<file path="src/rtl/git_index_stream_parser_defines.svh">
// Assertion macros shared by the index stream parser RTL.
`ifndef GIT_INDEX_STREAM_PARSER_DEFINES_SVH
`define GIT_INDEX_STREAM_PARSER_DEFINES_SVH

// Same-cycle implication, sampled on clk and disabled while arst_n is low.
`define GISP_ASSERT_NOW(label, ante, cons, msg) \
	label: assert property (@(posedge clk) disable iff (!arst_n) (ante) |-> (cons)) \
		else $error(msg);

// Next-cycle implication, sampled on clk and disabled while arst_n is low.
`define GISP_ASSERT_NEXT(label, ante, cons, msg) \
	label: assert property (@(posedge clk) disable iff (!arst_n) (ante) |=> (cons)) \
		else $error(msg);

`endif

</file>
<file path="src/rtl/gisp_pkg.sv">
// Types and constants shared by the index stream parser modules.
`timescale 1ns / 1ps
`default_nettype none

package gisp_pkg;

	// Configuration port geometry and register indexes.
	localparam int CFG_INDEX_W = 2;
	localparam int CFG_DATA_W  = 32;
	localparam logic [CFG_INDEX_W-1:0] CFG_VER_FLOOR = 2'd0;
	localparam logic [CFG_INDEX_W-1:0] CFG_VER_CEIL  = 2'd1;
	localparam logic [31:0] VER_FLOOR_RESET = 32'd2;
	localparam logic [31:0] VER_CEIL_RESET  = 32'd2;

	// File format constants.
	localparam logic [31:0] SIGNATURE = 32'h4449_5243;
	localparam int OFF_W = 6;
	localparam logic [OFF_W-1:0] OFF_SIG_LAST   = 6'd3;
	localparam logic [OFF_W-1:0] OFF_VER_LAST   = 6'd7;
	localparam logic [OFF_W-1:0] OFF_COUNT_LAST = 6'd11;
	localparam logic [OFF_W-1:0] OFF_ENTRY_LAST = 6'd61;

	// Record kinds.
	localparam logic [4:0] K_COUNT     = 5'd0;
	localparam logic [4:0] K_STAT_BASE = 5'd1;
	localparam logic [4:0] K_FLAGS     = 5'd16;
	localparam logic [4:0] K_NAME      = 5'd17;
	localparam logic [4:0] K_END       = 5'd18;
	localparam logic [4:0] K_VERSION   = 5'd19;
	localparam logic [4:0] K_ERROR     = 5'd20;

	// Error codes.
	typedef enum logic [2:0] {
		ERR_NONE      = 3'd0,
		ERR_SIGNATURE = 3'd1,
		ERR_VERSION   = 3'd2,
		ERR_NUL       = 3'd3,
		ERR_TRUNCATED = 3'd4
	} err_t;

	// Parse phases.
	typedef enum logic [2:0] {
		PH_HEADER,
		PH_ENTRY,
		PH_NAME,
		PH_NUL,
		PH_PAD,
		PH_TRAILER,
		PH_HALT
	} phase_t;

	// One input transaction as held in the input register.
	typedef struct packed {
		logic [7:0] data_byte;
		logic       end_of_file;
	} gisp_item_t;

	// One result record.
	typedef struct packed {
		logic [4:0]  record_kind;
		logic [31:0] record_value;
		logic [30:0] entry_number;
		err_t        error_code;
	} gisp_result_t;

	// Configuration values seen by the parse core.
	typedef struct packed {
		logic [31:0] ver_floor;
		logic [31:0] ver_ceil;
	} gisp_cfg_t;

endpackage

`default_nettype wire

</file>
<file path="src/rtl/git_index_stream_parser.sv">
// Top level of the index stream parser: byte input, record output, config port.
//
// The input channel (in_valid, in_stall, data_byte, end_of_file) carries one
// byte of an index file per transaction; end_of_file marks the last byte.
// The output channel (out_valid, out_stall, record_kind, record_value,
// entry_number, error_code) carries at most one record per input byte.
// The config port writes the lowest accepted version (index 0) or the highest
// (index 1) when cfg_write is high; the user must write it only while the parser
// is idle, which the block itself does not enforce. A byte accepted into the
// input register is decoded by the parse core, and its record is loaded into the
// result register. Throughput: one byte per cycle while out_stall does not hold a
// record; the parse core consumes a byte whenever the result register is free.
// Reset clears the parse state, empties both registers and loads 2 into both
// version bounds. While out_stall holds a record, the byte behind it waits
// in the input register and in_stall rises; nothing is dropped. After an
// error record the parser ignores every byte until reset.
`timescale 1ns / 1ps
`default_nettype none
`include "git_index_stream_parser_defines.svh"

module git_index_stream_parser #(
	parameter int ALIGN_BYTES      = 8,
	parameter int NAME_LENGTH_BITS = 12
) (
	input  wire logic                             clk,
	input  wire logic                             arst_n,
	input  wire logic                             in_valid,
	output logic                                  in_stall,
	input  wire logic [7:0]                       data_byte,
	input  wire logic                             end_of_file,
	output logic                                  out_valid,
	input  wire logic                             out_stall,
	output logic [4:0]                            record_kind,
	output logic [31:0]                           record_value,
	output logic [30:0]                           entry_number,
	output logic [2:0]                            error_code,
	input  wire logic                             cfg_write,
	input  wire logic [gisp_pkg::CFG_INDEX_W-1:0] cfg_index,
	input  wire logic [gisp_pkg::CFG_DATA_W-1:0]  cfg_data
);
	import gisp_pkg::*;

	gisp_cfg_t    cfg;
	gisp_item_t   item_s1;
	gisp_result_t res;
	logic         item_valid_s1;
	logic         advance;
	logic         step;
	logic         res_valid;

	// The pipeline moves whenever the result register can take a new record.
	assign advance = !out_valid || !out_stall;
	assign step    = item_valid_s1 && advance;

	gisp_cfg_regs u_cfg (
		.clk       (clk),
		.arst_n    (arst_n),
		.cfg_write (cfg_write),
		.cfg_index (cfg_index),
		.cfg_data  (cfg_data),
		.cfg       (cfg)
	);

	gisp_in_reg u_in (
		.clk           (clk),
		.arst_n        (arst_n),
		.in_valid      (in_valid),
		.in_stall      (in_stall),
		.data_byte     (data_byte),
		.end_of_file   (end_of_file),
		.advance       (advance),
		.item_valid_s1 (item_valid_s1),
		.item_s1       (item_s1)
	);

	gisp_core #(
		.ALIGN_BYTES      (ALIGN_BYTES),
		.NAME_LENGTH_BITS (NAME_LENGTH_BITS)
	) u_core (
		.clk       (clk),
		.arst_n    (arst_n),
		.step      (step),
		.item_s1   (item_s1),
		.cfg       (cfg),
		.res_valid (res_valid),
		.res       (res)
	);

	gisp_out_reg u_out (
		.clk          (clk),
		.arst_n       (arst_n),
		.advance      (advance),
		.step         (step),
		.res_valid    (res_valid),
		.res          (res),
		.out_valid    (out_valid),
		.record_kind  (record_kind),
		.record_value (record_value),
		.entry_number (entry_number),
		.error_code   (error_code)
	);

	// Error records and only error records carry a nonzero code.
	`GISP_ASSERT_NOW(a_err_code_match, out_valid, ((record_kind == K_ERROR) == (error_code != ERR_NONE)), "error code does not match record kind")

	// Header records belong to no entry.
	`GISP_ASSERT_NOW(a_header_entry_zero, out_valid && (record_kind == K_COUNT || record_kind == K_VERSION), entry_number == '0, "header record with nonzero entry number")

	// Input backpressure comes only from a held, stalled result.
	`GISP_ASSERT_NOW(a_stall_cause, in_stall, out_valid && out_stall, "input stalled without a stalled result")

	// Once an error record is delivered, no further record follows.
	`GISP_ASSERT_NEXT(a_halt_after_error, out_valid && !out_stall && record_kind == K_ERROR, !out_valid, "record delivered after an error")

endmodule

`default_nettype wire

</file>
<file path="src/rtl/gisp_cfg_regs.sv">
// Version bound configuration registers of the index stream parser.
`timescale 1ns / 1ps
`default_nettype none

module gisp_cfg_regs (
	input  wire logic                             clk,
	input  wire logic                             arst_n,
	input  wire logic                             cfg_write,
	input  wire logic [gisp_pkg::CFG_INDEX_W-1:0] cfg_index,
	input  wire logic [gisp_pkg::CFG_DATA_W-1:0]  cfg_data,
	output gisp_pkg::gisp_cfg_t                   cfg
);
	import gisp_pkg::*;

	logic [31:0] ver_floor_q;
	logic [31:0] ver_ceil_q;

	// Decode the register index; unknown indexes are dropped.
	always_ff @(posedge clk or negedge arst_n) begin
		if (!arst_n) begin
			ver_floor_q <= VER_FLOOR_RESET;
			ver_ceil_q  <= VER_CEIL_RESET;
		end else if (cfg_write) begin
			case (cfg_index)
				CFG_VER_FLOOR: ver_floor_q <= cfg_data[31:0];
				CFG_VER_CEIL:  ver_ceil_q  <= cfg_data[31:0];
				default: ;
			endcase
		end
	end

	assign cfg.ver_floor = ver_floor_q;
	assign cfg.ver_ceil  = ver_ceil_q;

endmodule

`default_nettype wire

</file>
<file path="src/rtl/gisp_in_reg.sv">
// Input register stage of the index stream parser.
`timescale 1ns / 1ps
`default_nettype none

module gisp_in_reg (
	input  wire logic              clk,
	input  wire logic              arst_n,
	input  wire logic              in_valid,
	output logic                   in_stall,
	input  wire logic [7:0]        data_byte,
	input  wire logic              end_of_file,
	input  wire logic              advance,
	output logic                   item_valid_s1,
	output gisp_pkg::gisp_item_t   item_s1
);
	import gisp_pkg::*;

	logic accept;

	// The held byte leaves only when the core steps; until then the input waits.
	assign in_stall = item_valid_s1 && !advance;
	assign accept   = in_valid && !in_stall;

	always_ff @(posedge clk or negedge arst_n) begin
		if (!arst_n) begin
			item_valid_s1 <= 1'b0;
		end else begin
			item_valid_s1 <= accept || (item_valid_s1 && !advance);
		end
	end

	// Payload loads on each accepted transaction.
	always_ff @(posedge clk) begin
		if (accept) begin
			item_s1.data_byte   <= data_byte;
			item_s1.end_of_file <= end_of_file;
		end
	end

endmodule

`default_nettype wire

</file>
<file path="src/rtl/gisp_core.sv">
// Parse state and per-byte decode of the index stream parser.
`timescale 1ns / 1ps
`default_nettype none

module gisp_core #(
	parameter int ALIGN_BYTES      = 8,
	parameter int NAME_LENGTH_BITS = 12
) (
	input  wire logic                 clk,
	input  wire logic                 arst_n,
	input  wire logic                 step,
	input  gisp_pkg::gisp_item_t      item_s1,
	input  gisp_pkg::gisp_cfg_t       cfg,
	output logic                      res_valid,
	output gisp_pkg::gisp_result_t    res
);
	import gisp_pkg::*;

	localparam int NLB = NAME_LENGTH_BITS;
	localparam int PW  = (ALIGN_BYTES > 2) ? $clog2(ALIGN_BYTES) : 1;
	localparam logic [PW-1:0] POS_LAST = PW'(ALIGN_BYTES - 1);

	phase_t          phase_q, phase_d;
	logic [OFF_W-1:0] off_q, off_d;
	logic [31:0]     acc_q, acc_d;
	logic [30:0]     remain_q, remain_d;
	logic [30:0]     entry_q, entry_d;
	logic [NLB-1:0]  len_q, len_d;
	logic [NLB-1:0]  seen_q, seen_d;
	logic [PW-1:0]   pos_q, pos_d;
	logic [PW-1:0]   pad_q, pad_d;

	logic [31:0]     acc_shift;
	logic [PW-1:0]   pos_inc;
	logic [PW-1:0]   pad_need;
	logic [15:0]     flags;
	logic            have;
	logic            finish;
	logic [4:0]      kind;
	logic [31:0]     value;
	logic [30:0]     number;
	err_t            err;

	assign acc_shift = {acc_q[23:0], item_s1.data_byte};
	assign pos_inc   = (pos_q == POS_LAST) ? '0 : pos_q + 1'b1;
	assign pad_need  = POS_LAST - pos_q;
	assign flags     = acc_shift[15:0];

	// Next state and result for the byte in the input register.
	always_comb begin
		phase_d  = phase_q;
		off_d    = off_q;
		acc_d    = acc_q;
		remain_d = remain_q;
		entry_d  = entry_q;
		len_d    = len_q;
		seen_d   = seen_q;
		pos_d    = pos_q;
		pad_d    = pad_q;
		have     = 1'b0;
		finish   = 1'b0;
		kind     = K_COUNT;
		value    = '0;
		number   = entry_q;
		err      = ERR_NONE;

		case (phase_q)
			PH_HEADER: begin
				acc_d = acc_shift;
				off_d = off_q + 1'b1;
				if (off_q == OFF_SIG_LAST) begin
					if (acc_shift != SIGNATURE) begin
						err = ERR_SIGNATURE;
					end
				end else if (off_q == OFF_VER_LAST) begin
					if (acc_shift < cfg.ver_floor || acc_shift > cfg.ver_ceil) begin
						err = ERR_VERSION;
					end else begin
						have   = 1'b1;
						kind   = K_VERSION;
						value  = acc_shift;
						number = '0;
					end
				end else if (off_q >= OFF_COUNT_LAST) begin
					have     = 1'b1;
					kind     = K_COUNT;
					value    = acc_shift;
					number   = '0;
					remain_d = acc_shift[31] ? '0 : acc_shift[30:0];
					phase_d  = (remain_d != '0) ? PH_ENTRY : PH_TRAILER;
					off_d    = '0;
					pos_d    = '0;
				end
			end
			PH_ENTRY: begin
				acc_d = acc_shift;
				pos_d = pos_inc;
				off_d = off_q + 1'b1;
				if (off_q >= OFF_ENTRY_LAST) begin
					have    = 1'b1;
					kind    = K_FLAGS;
					value   = {16'd0, flags};
					len_d   = flags[NLB-1:0];
					seen_d  = '0;
					phase_d = (len_d != '0) ? PH_NAME : PH_NUL;
					off_d   = '0;
				end else if (off_q[1:0] == 2'b11) begin
					have  = 1'b1;
					kind  = K_STAT_BASE + 5'(off_q[OFF_W-1:2]);
					value = acc_shift;
				end
			end
			PH_NAME: begin
				have   = 1'b1;
				kind   = K_NAME;
				value  = {24'd0, item_s1.data_byte};
				seen_d = seen_q + 1'b1;
				pos_d  = pos_inc;
				if (seen_d >= len_q) begin
					phase_d = PH_NUL;
				end
			end
			PH_NUL: begin
				if (item_s1.data_byte != 8'd0) begin
					err = ERR_NUL;
				end else if (pad_need == '0) begin
					finish = 1'b1;
				end else begin
					pad_d   = pad_need;
					phase_d = PH_PAD;
				end
			end
			PH_PAD: begin
				if (pad_q != '0) begin
					pad_d = pad_q - 1'b1;
				end
				if (pad_d == '0) begin
					finish = 1'b1;
				end
			end
			default: ;
		endcase

		// Close the entry once its padding is done.
		if (finish) begin
			have     = 1'b1;
			kind     = K_END;
			value    = 32'(len_q);
			number   = entry_q;
			entry_d  = entry_q + 1'b1;
			remain_d = remain_q - 1'b1;
			phase_d  = (remain_d != '0) ? PH_ENTRY : PH_TRAILER;
			off_d    = '0;
			pos_d    = '0;
		end

		// A file that ends before its trailer is truncated.
		if (err == ERR_NONE && item_s1.end_of_file &&
				phase_q != PH_TRAILER && phase_q != PH_HALT) begin
			err = ERR_TRUNCATED;
		end

		if (err != ERR_NONE) begin
			have    = 1'b1;
			kind    = K_ERROR;
			value   = '0;
			number  = entry_d;
			phase_d = PH_HALT;
		end else if (item_s1.end_of_file && phase_q == PH_TRAILER) begin
			// Clean end of file: start over for the next file.
			phase_d  = PH_HEADER;
			off_d    = '0;
			acc_d    = '0;
			remain_d = '0;
			entry_d  = '0;
			len_d    = '0;
			seen_d   = '0;
			pos_d    = '0;
			pad_d    = '0;
		end

		if (phase_q == PH_HALT) begin
			have = 1'b0;
		end

		res_valid        = have;
		res.record_kind  = kind;
		res.record_value = value;
		res.entry_number = number;
		res.error_code   = err;
	end

	// Parse state registers, updated once per consumed byte.
	always_ff @(posedge clk or negedge arst_n) begin
		if (!arst_n) begin
			phase_q  <= PH_HEADER;
			off_q    <= '0;
			acc_q    <= '0;
			remain_q <= '0;
			entry_q  <= '0;
			len_q    <= '0;
			seen_q   <= '0;
			pos_q    <= '0;
			pad_q    <= '0;
		end else if (step) begin
			phase_q  <= phase_d;
			off_q    <= off_d;
			acc_q    <= acc_d;
			remain_q <= remain_d;
			entry_q  <= entry_d;
			len_q    <= len_d;
			seen_q   <= seen_d;
			pos_q    <= pos_d;
			pad_q    <= pad_d;
		end
	end

endmodule

`default_nettype wire

</file>
<file path="src/rtl/gisp_out_reg.sv">
// Result register stage of the index stream parser.
`timescale 1ns / 1ps
`default_nettype none

module gisp_out_reg (
	input  wire logic              clk,
	input  wire logic              arst_n,
	input  wire logic              advance,
	input  wire logic              step,
	input  wire logic              res_valid,
	input  gisp_pkg::gisp_result_t res,
	output logic                   out_valid,
	output logic [4:0]             record_kind,
	output logic [31:0]            record_value,
	output logic [30:0]            entry_number,
	output logic [2:0]             error_code
);
	import gisp_pkg::*;

	logic load;

	assign load = step && res_valid;

	// The register is refilled whenever it is empty or its transaction completes.
	always_ff @(posedge clk or negedge arst_n) begin
		if (!arst_n) begin
			out_valid <= 1'b0;
		end else if (advance) begin
			out_valid <= load;
		end
	end

	always_ff @(posedge clk) begin
		if (load) begin
			record_kind  <= res.record_kind;
			record_value <= res.record_value;
			entry_number <= res.entry_number;
			error_code   <= res.error_code;
		end
	end

endmodule

`default_nettype wire
</file>
<file path="config.mk">
export PLATFORM = sky130hd
export DESIGN_NAME = git_index_stream_parser
export DESIGN_NICKNAME = d
export VERILOG_FILES = /design/src/rtl/gisp_pkg.sv /design/src/rtl/git_index_stream_parser.sv /design/src/rtl/gisp_cfg_regs.sv /design/src/rtl/gisp_in_reg.sv /design/src/rtl/gisp_core.sv /design/src/rtl/gisp_out_reg.sv
export VERILOG_INCLUDE_DIRS = /design/src /design/src/rtl
export SDC_FILE = /design/constraint.sdc
export NUM_CORES = 1
export LEC_CHECK = 0
export ABC_AREA = 1
export BUFFER_PORTS_ARGS = -buffer_cell sky130_fd_sc_hd__buf_2
export CORE_ASPECT_RATIO = 1.1
export CORE_UTILIZATION = 40
export CTS_CLUSTER_SIZE = 14
export DETAILED_ROUTE_END_ITERATION = 16
export SETUP_SLACK_MARGIN = 0.3
export SYNTH_ARGS = -nofsm -noshare
export SYNTH_HDL_FRONTEND = slang
export SYNTH_HIERARCHICAL = 1
export SYNTH_SLANG_ARGS = --single-unit
</file>
<file path="constraint.sdc">
create_clock -name clk -period 5.4 [get_ports clk]
set_input_delay 1.35 -clock clk [delete_from_list [all_inputs] [get_ports clk]]
set_output_delay 1.35 -clock clk [all_outputs]
set_load 0.03 [all_outputs]
</file>
# Word level (Yosys, flattened, before mapping)
# Index checks and enable logic that the tools add are counted.
classes:
  n_addsub: 8
  n_lt_le_gt_ge: 5
  eq_ne: 21
  n_mux: 102
  reduce_logical: 33
ops:
  columns: ["op", "count"]
  rows:
  - ["31-bit two-way mux", 18]
  - ["32-bit two-way mux", 9]
  - ["12-bit two-way mux", 8]
  - ["32-bit case mux with 3 select lines", 1]
  - ["3-bit two-way mux", 29]
  - ["31-bit nonzero test", 2]
  - ["6-bit two-way mux", 7]
  - ["32-bit > comparator", 1]
  - ["32-bit less-than comparator", 1]
  - ["32-bit by 31-bit inequality test with 1-bit output, second input constant", 1]
  - ["31-bit by 1-bit adder with 31-bit output, second input constant", 1]
  - ["31-bit by 1-bit subtractor with 31-bit output, second input constant", 1]
  - ["5-bit two-way mux", 5]
  - ["12-bit case mux with 2 select lines", 1]
  - ["5-bit by 4-bit inequality test with 1-bit output, second input constant", 4]
  - ["3-bit case mux with 2 select lines", 3]
  - ["5-bit by 1-bit inequality test with 1-bit output, second input constant", 3]
  - ["5-bit case mux with 3 select lines", 1]
  - ["1-bit two-way mux", 14]
  - ["12-bit by 1-bit adder with 12-bit output, second input constant", 1]
  - ["3-bit equality test, second input constant", 4]
  - ["12-bit greater-or-equal comparator", 1]
  - ["3-bit zero test", 4]
  - ["3-bit case mux with 4 select lines", 1]
  - ["other kinds (29)", 48]
totals:
  register_bits: 279
  output_inout_bits: 73
  wordCells: 190

# Logic depth before layout (Yosys ltp)
depth:
  word_depth: 15
  mapped_depth: 22

# Modules after synthesis
# Netlist, hierarchy kept.
by_module_without_submodules:
  columns: ["module", "instances", "cells_each", "area_each_um2"]
  rows:
  - ["gisp_core", 1, 1706, 11429.7]
  - ["gisp_cfg_regs", 1, 283, 2612.5]
  - ["gisp_out_reg", 1, 78, 2180.8]
  - ["gisp_in_reg", 1, 16, 327.8]
  - ["git_index_stream_parser", 1, 3, 16.3]

# Worst setup path before layout
# OpenSTA, ideal clock, no wires.
synth_path:
  path_kind: "register -> register"
  startpoint: "register u_cfg.ver_ceil_q[1]"
  endpoint: "register u_out.entry_number[0] (enable)"
  setup_ns: 0.425
  t_arrival_ns: 3.327
  slack_ns: 1.648
  stages_incl_launch_ff: 21
  path_buffers: 1
  period_less_slack_ns: 3.752
  cell_sequence: "dfstp_2 -> inv_1 -> ha_1 -> nand2_1 -> nand2_1 -> nand2_1 -> nand2_1 -> nand2_1 -> nand2_1 -> nand2_1 -> nand2_1 -> nand2_1 -> nand2_1 -> nand2_1 -> nand3_2 -> nand2_2 -> inv_2 -> buf_2 -> nand4_1 -> nand2_1 -> inv_1"
synth_between:
  elab_chain_len: 15
synth_lines:
  columns: ["item", "line", "text"]
  rows:
  - ["from (decl)", "gisp_cfg_regs.sv:16", "logic [31:0] ver_ceil_q;"]
  - ["from (signal assigned)", "gisp_cfg_regs.sv:26", "CFG_VER_CEIL: ver_ceil_q <= cfg_data[31:0];"]
  - ["32-bit > comparator (*)", "gisp_core.sv:76", "if (acc_shift < cfg.ver_floor || acc_shift > cfg.ver_ceil) begin"]
  - ["1-bit logical OR (*)", "gisp_core.sv:76", null]
  - ["2-bit two-way mux", "gisp_core.sv:76", null]
  - ["3-bit two-way mux", "gisp_core.sv:75", "end else if (off_q == OFF_VER_LAST) begin"]
  - ["3-bit two-way mux", "gisp_core.sv:71", "if (off_q == OFF_SIG_LAST) begin"]
  - ["3-bit case mux with 2 select lines", "gisp_core.sv:67", "case (phase_q)"]
  - ["3-bit zero test", "gisp_core.sv:158", "if (err == ERR_NONE && item_s1.end_of_file &&"]
  - ["1-bit logical AND (2 in a row)", "gisp_core.sv:158", null]
  - ["1-bit logical AND", "gisp_core.sv:159", "phase_q != PH_TRAILER && phase_q != PH_HALT) begin"]
  - ["3-bit two-way mux", "gisp_core.sv:158", null]
  - ["3-bit nonzero test", "gisp_core.sv:163", "if (err != ERR_NONE) begin"]
  - ["1-bit two-way mux (*)", "gisp_core.sv:163", null]
  - ["1-bit two-way mux (*)", "gisp_core.sv:182", "if (phase_q == PH_HALT) begin"]
  - ["via res_valid", "git_index_stream_parser.sv:49", "logic res_valid;"]
  - ["1-bit logical AND (*)", "gisp_out_reg.sv:22", "assign load = step && res_valid;"]
  - ["via u_out.load", "gisp_out_reg.sv:20", "logic load;"]
  - ["to (signal assigned)", "gisp_out_reg.sv:37", "entry_number <= res.entry_number;"]
  - ["to (decl)", "gisp_out_reg.sv:15", "output logic [30:0] entry_number,"]
# The timed path passes the listed nets; every way through them passes the cells marked *.
# A chain may end at the register's enable or synchronous reset.

# Final worst setup path
layout_path:
  startpoint: "register u_core.off_q[2]"
  endpoint: "register u_out.record_value[23] (enable)"
layout_between:
  elab_chain_len: 13
layout_lines:
  columns: ["item", "line", "text"]
  rows:
  - ["from (decl)", "gisp_core.sv:24", "logic [OFF_W-1:0] off_q, off_d;"]
  - ["from (signal assigned)", "gisp_core.sv:197", "off_q <= '0;"]
  - ["from (signal assigned)", "gisp_core.sv:207", "off_q <= off_d;"]
  - ["6-bit by 3-bit equality test with 1-bit output", "gisp_core.sv:75", null]
  - ["3-bit two-way mux", "gisp_core.sv:75", null]
  - ["3-bit two-way mux", "gisp_core.sv:71", null]
  - ["3-bit case mux with 2 select lines", "gisp_core.sv:67", null]
  - ["3-bit zero test", "gisp_core.sv:158", null]
  - ["1-bit logical AND (2 in a row)", "gisp_core.sv:158", null]
  - ["1-bit logical AND", "gisp_core.sv:159", null]
  - ["3-bit two-way mux", "gisp_core.sv:158", null]
  - ["3-bit nonzero test", "gisp_core.sv:163", null]
  - ["1-bit two-way mux (*)", "gisp_core.sv:163", null]
  - ["1-bit two-way mux (*)", "gisp_core.sv:182", null]
  - ["via res_valid", "git_index_stream_parser.sv:49", null]
  - ["1-bit logical AND (*)", "gisp_out_reg.sv:22", null]
  - ["via u_out.load", "gisp_out_reg.sv:20", null]
  - ["to (signal assigned)", "gisp_out_reg.sv:36", "record_value <= res.record_value;"]
  - ["to (decl)", "gisp_out_reg.sv:14", "output logic [31:0] record_value,"]
# Marks and branches as above.

==> metrics.cfg <==
[timing]
fin_tns_setup_ns = 0
finClkSkew_ns = 0.0101
final-setup-viol-count = 0
drv_slew = 0
period_minus_slack_ns = 4.27
worst-slew-pin-transition_ns = 1.02
fmaxAchievable_mhz = 234
timing.slew.headroom = 0.318
finalCritPeriodShare = 0.790
grt_setup_unrepaired = no
hold_viol_final = 0

[worst_hold_path]
min_path_cells = 2
hold_path_class = flip-flop to flip-flop
min_to = u_cfg/ver_ceil_q[1]
worstHoldStart = u_cfg/ver_ceil_q[1]

[setup_path]
critical-path-max-stage-delay_ns = 0.44
rrSetupSlack_ns = 1.13
crit_path_frequent_cell = inv_2
worstPathArrival_ns = 4.52
timing.rr.start = u_core/off_q[2]
path_cells = inv_1 -> ha_1 -> nand2_1 -> nor2_1 -> nor2_1 -> o21ai_1 -> nor2_4 -> buf_4 -> inv_2 -> nand2_2 -> inv_2 -> nand4_1 -> nand2_1 -> inv_2 -> buf_12
r2r-end = u_out/record_value[23]
crit_path_end_kind = flip-flop
cp.required_ns = 5.65
crit_path_start_kind = flip-flop
cp_slowest_cell = dfrtp_1
r2r_cells = 15
crit_type = flip-flop to flip-flop
cp_max_fo = 47

[global_routing]
grt_max_degree = 104
gr-usage-all-layers = 0.230
grt_pass1_vias = 14400
grt_pass1_wl_mm = 77.7
overflow = 0
antenna_found_initial = 0

[outcome]
outcome = complete, no violations

[clocking]
postCtsHoldBufs = 0
post-cts-setup-buffers = 0
cts.sinks = 271
cts_buffers = 31
clk_latency_ns = 0.58
cts_tree = yes
path_clk_slew_ns = 0.06
cts_buffer_depth = 3
cts-htree-levels = 1
cts_resized = 0
cts_root_buffer = clkbuf_16

[power_and_ir_drop]
p_seq_frac = 0.324
clkPwrFrac = 0.221
power_frac_comb = 0.456
power_density_nw_per_um2 = 546
total_power_uw = 10200
p_sw_uw = 4660
ir_drop_v = 0.000281
p_int_uw = 5510
swShare = 0.458
p_leak_uw = 0.00852

[synthesis]
synth.largest_area_cell = dfrtp_1
async_flop_share = 0.705
synth_top_flop_cell = dfrtp_1
ys_seq_elements = 271
synth_cell_types = 55
synth_cells = 2086
yosysSeqAreaShare = 0.434
postSynthAreaPerCell_um2 = 7.94
syn_area_um2 = 16600
ys_warn_count = 6
synth_fp_nets = 2225
synth_area_leaders = dfrtp_1 (29%), edfxtp_1 (15%), nand2_1 (11%)
netlist.area_leader.share = 0.285
synth_edf_count = 80

[drt]
drc_errors = 0
routed-via-count = 14700
firstDrtPassIters = 6
drt-total-wl_mm = 48.1
drtIter0Drc = 1311
viasPerCell = 5.36
antenna_left = 0
wl_per_cell_um = 17.5

[die]
pin_count = 121
dieArea_um2 = 42200
coreArea_um2 = 40600
die_y_um = 215
row_count = 77
fp.dieW_um = 196
start_util = 0.408

[finish]
fin_util = 0.459
syn_to_final_growth_pct = 12.5
finalInstanceArea_um2 = 18600
drive_above_1_share = 0.113
nets = 2301
n_fill_cell = 4088
n_antenna_cell = 0

[placed_design]
port_buffers = 120
dpl_cell_area_um2 = 17600
place.gp.congestion = 0.920
dpl.hpwl_mm = 34.1

[job]
drv_cap = 0

## layout by cell type (no fill, tap or decap), drive strengths merged, types with 5 or more instances in the layout
cell    instances
a21oi          54
a31oi           7
buf           133
bufinv          5
clkbuf         41
clkinv         10
dfrtp         189
edfxtp         80
ha             91
inv           276
nand2         512
nand3         122
nand4          64
nor2          154
nor3           47
nor4           25
o21ai         174
o221ai         10
o22ai          98
o31ai          14
xor2           51
## area by class of cell
class / instances / area, um^2 / share of cell area
clock inverters: 17 / 223 / 0.0120
flip-flops and latches: 271 / 7180 / 0.386
repair buffers: 134 / 739 / 0.0397
inverters: 277 / 1040 / 0.0560
multi-input cells: 1447 / 7900 / 0.424
clock buffers: 40 / 850 / 0.0456
well taps: 553 / 692 / 0.0371
## layer usage
layer  share of wire  wire length [um]  track usage  up-vias
met5               0                 0            0        -
met4           0.037              1780       0.0872        0
met3           0.049              2370       0.0233      110
met2            0.47             22500        0.379      436
met1            0.45             21400        0.311     6952
li1                -                 -            -     7179
## logic make-up (layout without fill, tap and decap cells)
logic type,Yosys count,in the layout,share of synthesized area
buffers and inverters,368,468,0.0901
adders and majority gates,91,91,0.0687
xor gates and xnor gates,53,53,0.0280
AOI/OAI and AO/OA,374,374,0.129
and+or+nand+nor,928,928,0.250
DFF,271,271,0.434
muxes,1,1,0.000604
## Yosys cell counts, drive strengths merged (3+ instances only)
| library cell | count |
|---|---|
| dfrtp | 189 |
| o21ai | 174 |
| nand3 | 122 |
| a21oi | 54 |
| o221ai | 10 |
| clkbuf | 37 |
| a31oi | 7 |
| nor3 | 47 |
| o31ai | 14 |
| nand4 | 64 |
| a21o | 3 |
| nand2 | 512 |
| nor2 | 154 |
| edfxtp | 80 |
| ha | 91 |
| nor4 | 25 |
| o22ai | 98 |
| buf | 54 |
| xor2 | 51 |
| inv | 275 |
## state kept, by name, summed over array words and instances (netlist names), 5 cells and up
signal,flops
u_cfg/ver_ceil_q,32
u_cfg/ver_floor_q,32
u_core/acc_q,24
u_core/entry_q,31
u_core/len_q,12
u_core/off_q,6
u_core/remain_q,31
u_core/seen_q,12
u_in/item_s1,9
u_out/entry_number,31
u_out/record_kind,5
u_out/record_value,32
## power by group through the flow
stage | Combinational, uW | Clock (uW) | Sequential [uW]
floorplan | 3070 | 0 | 3490
CTS | 4600 | 2290 | 3290
global placement | 4510 | 0 | 3300
global route | 5200 | 2370 | 3370
finish | 4630 | 2240 | 3290
detailed placement | 4580 | 0 | 3320
## per-stage QoR
stage | setup WS, ns | cells | hold WS, ns
after global routing | 0.871 | 2739 | 0.477
after global placement | 1.18 | 2682 | 0.456
final | 1.13 | 2739 | 0.465
after floorplan | 1.65 | 2086 | 0.442
after detailed placement | 1.18 | 2682 | 0.456
after CTS | 1.15 | 2739 | 0.466
## worst max-delay path, delay by kind of cell (launching register included)
family / cells / cell delay (ns)
flops: 1 / 0.44
simple gates: 7 / 1.20
compound gates: 1 / 0.13
fa+ha+maj: 1 / 0.22
buf+inv: 6 / 1.90
## how the worst max path moves through the flow
| stage | start | endpoint |
|---|---|---|
| floorplan | u_cfg/ver_ceil_q[1] | u_out/entry_number[0] |
| global placement | u_core/off_q[2] | u_out/record_value[21] |
| detailed placement | u_core/off_q[2] | u_out/record_value[23] |
| CTS | u_core/off_q[2] | u_out/record_value[23] |
| global route | u_core/off_q[2] | u_out/record_value[16] |
| finish | u_core/off_q[2] | u_out/record_value[23] |
No activity file was read; power rests on OpenSTA's default activity.
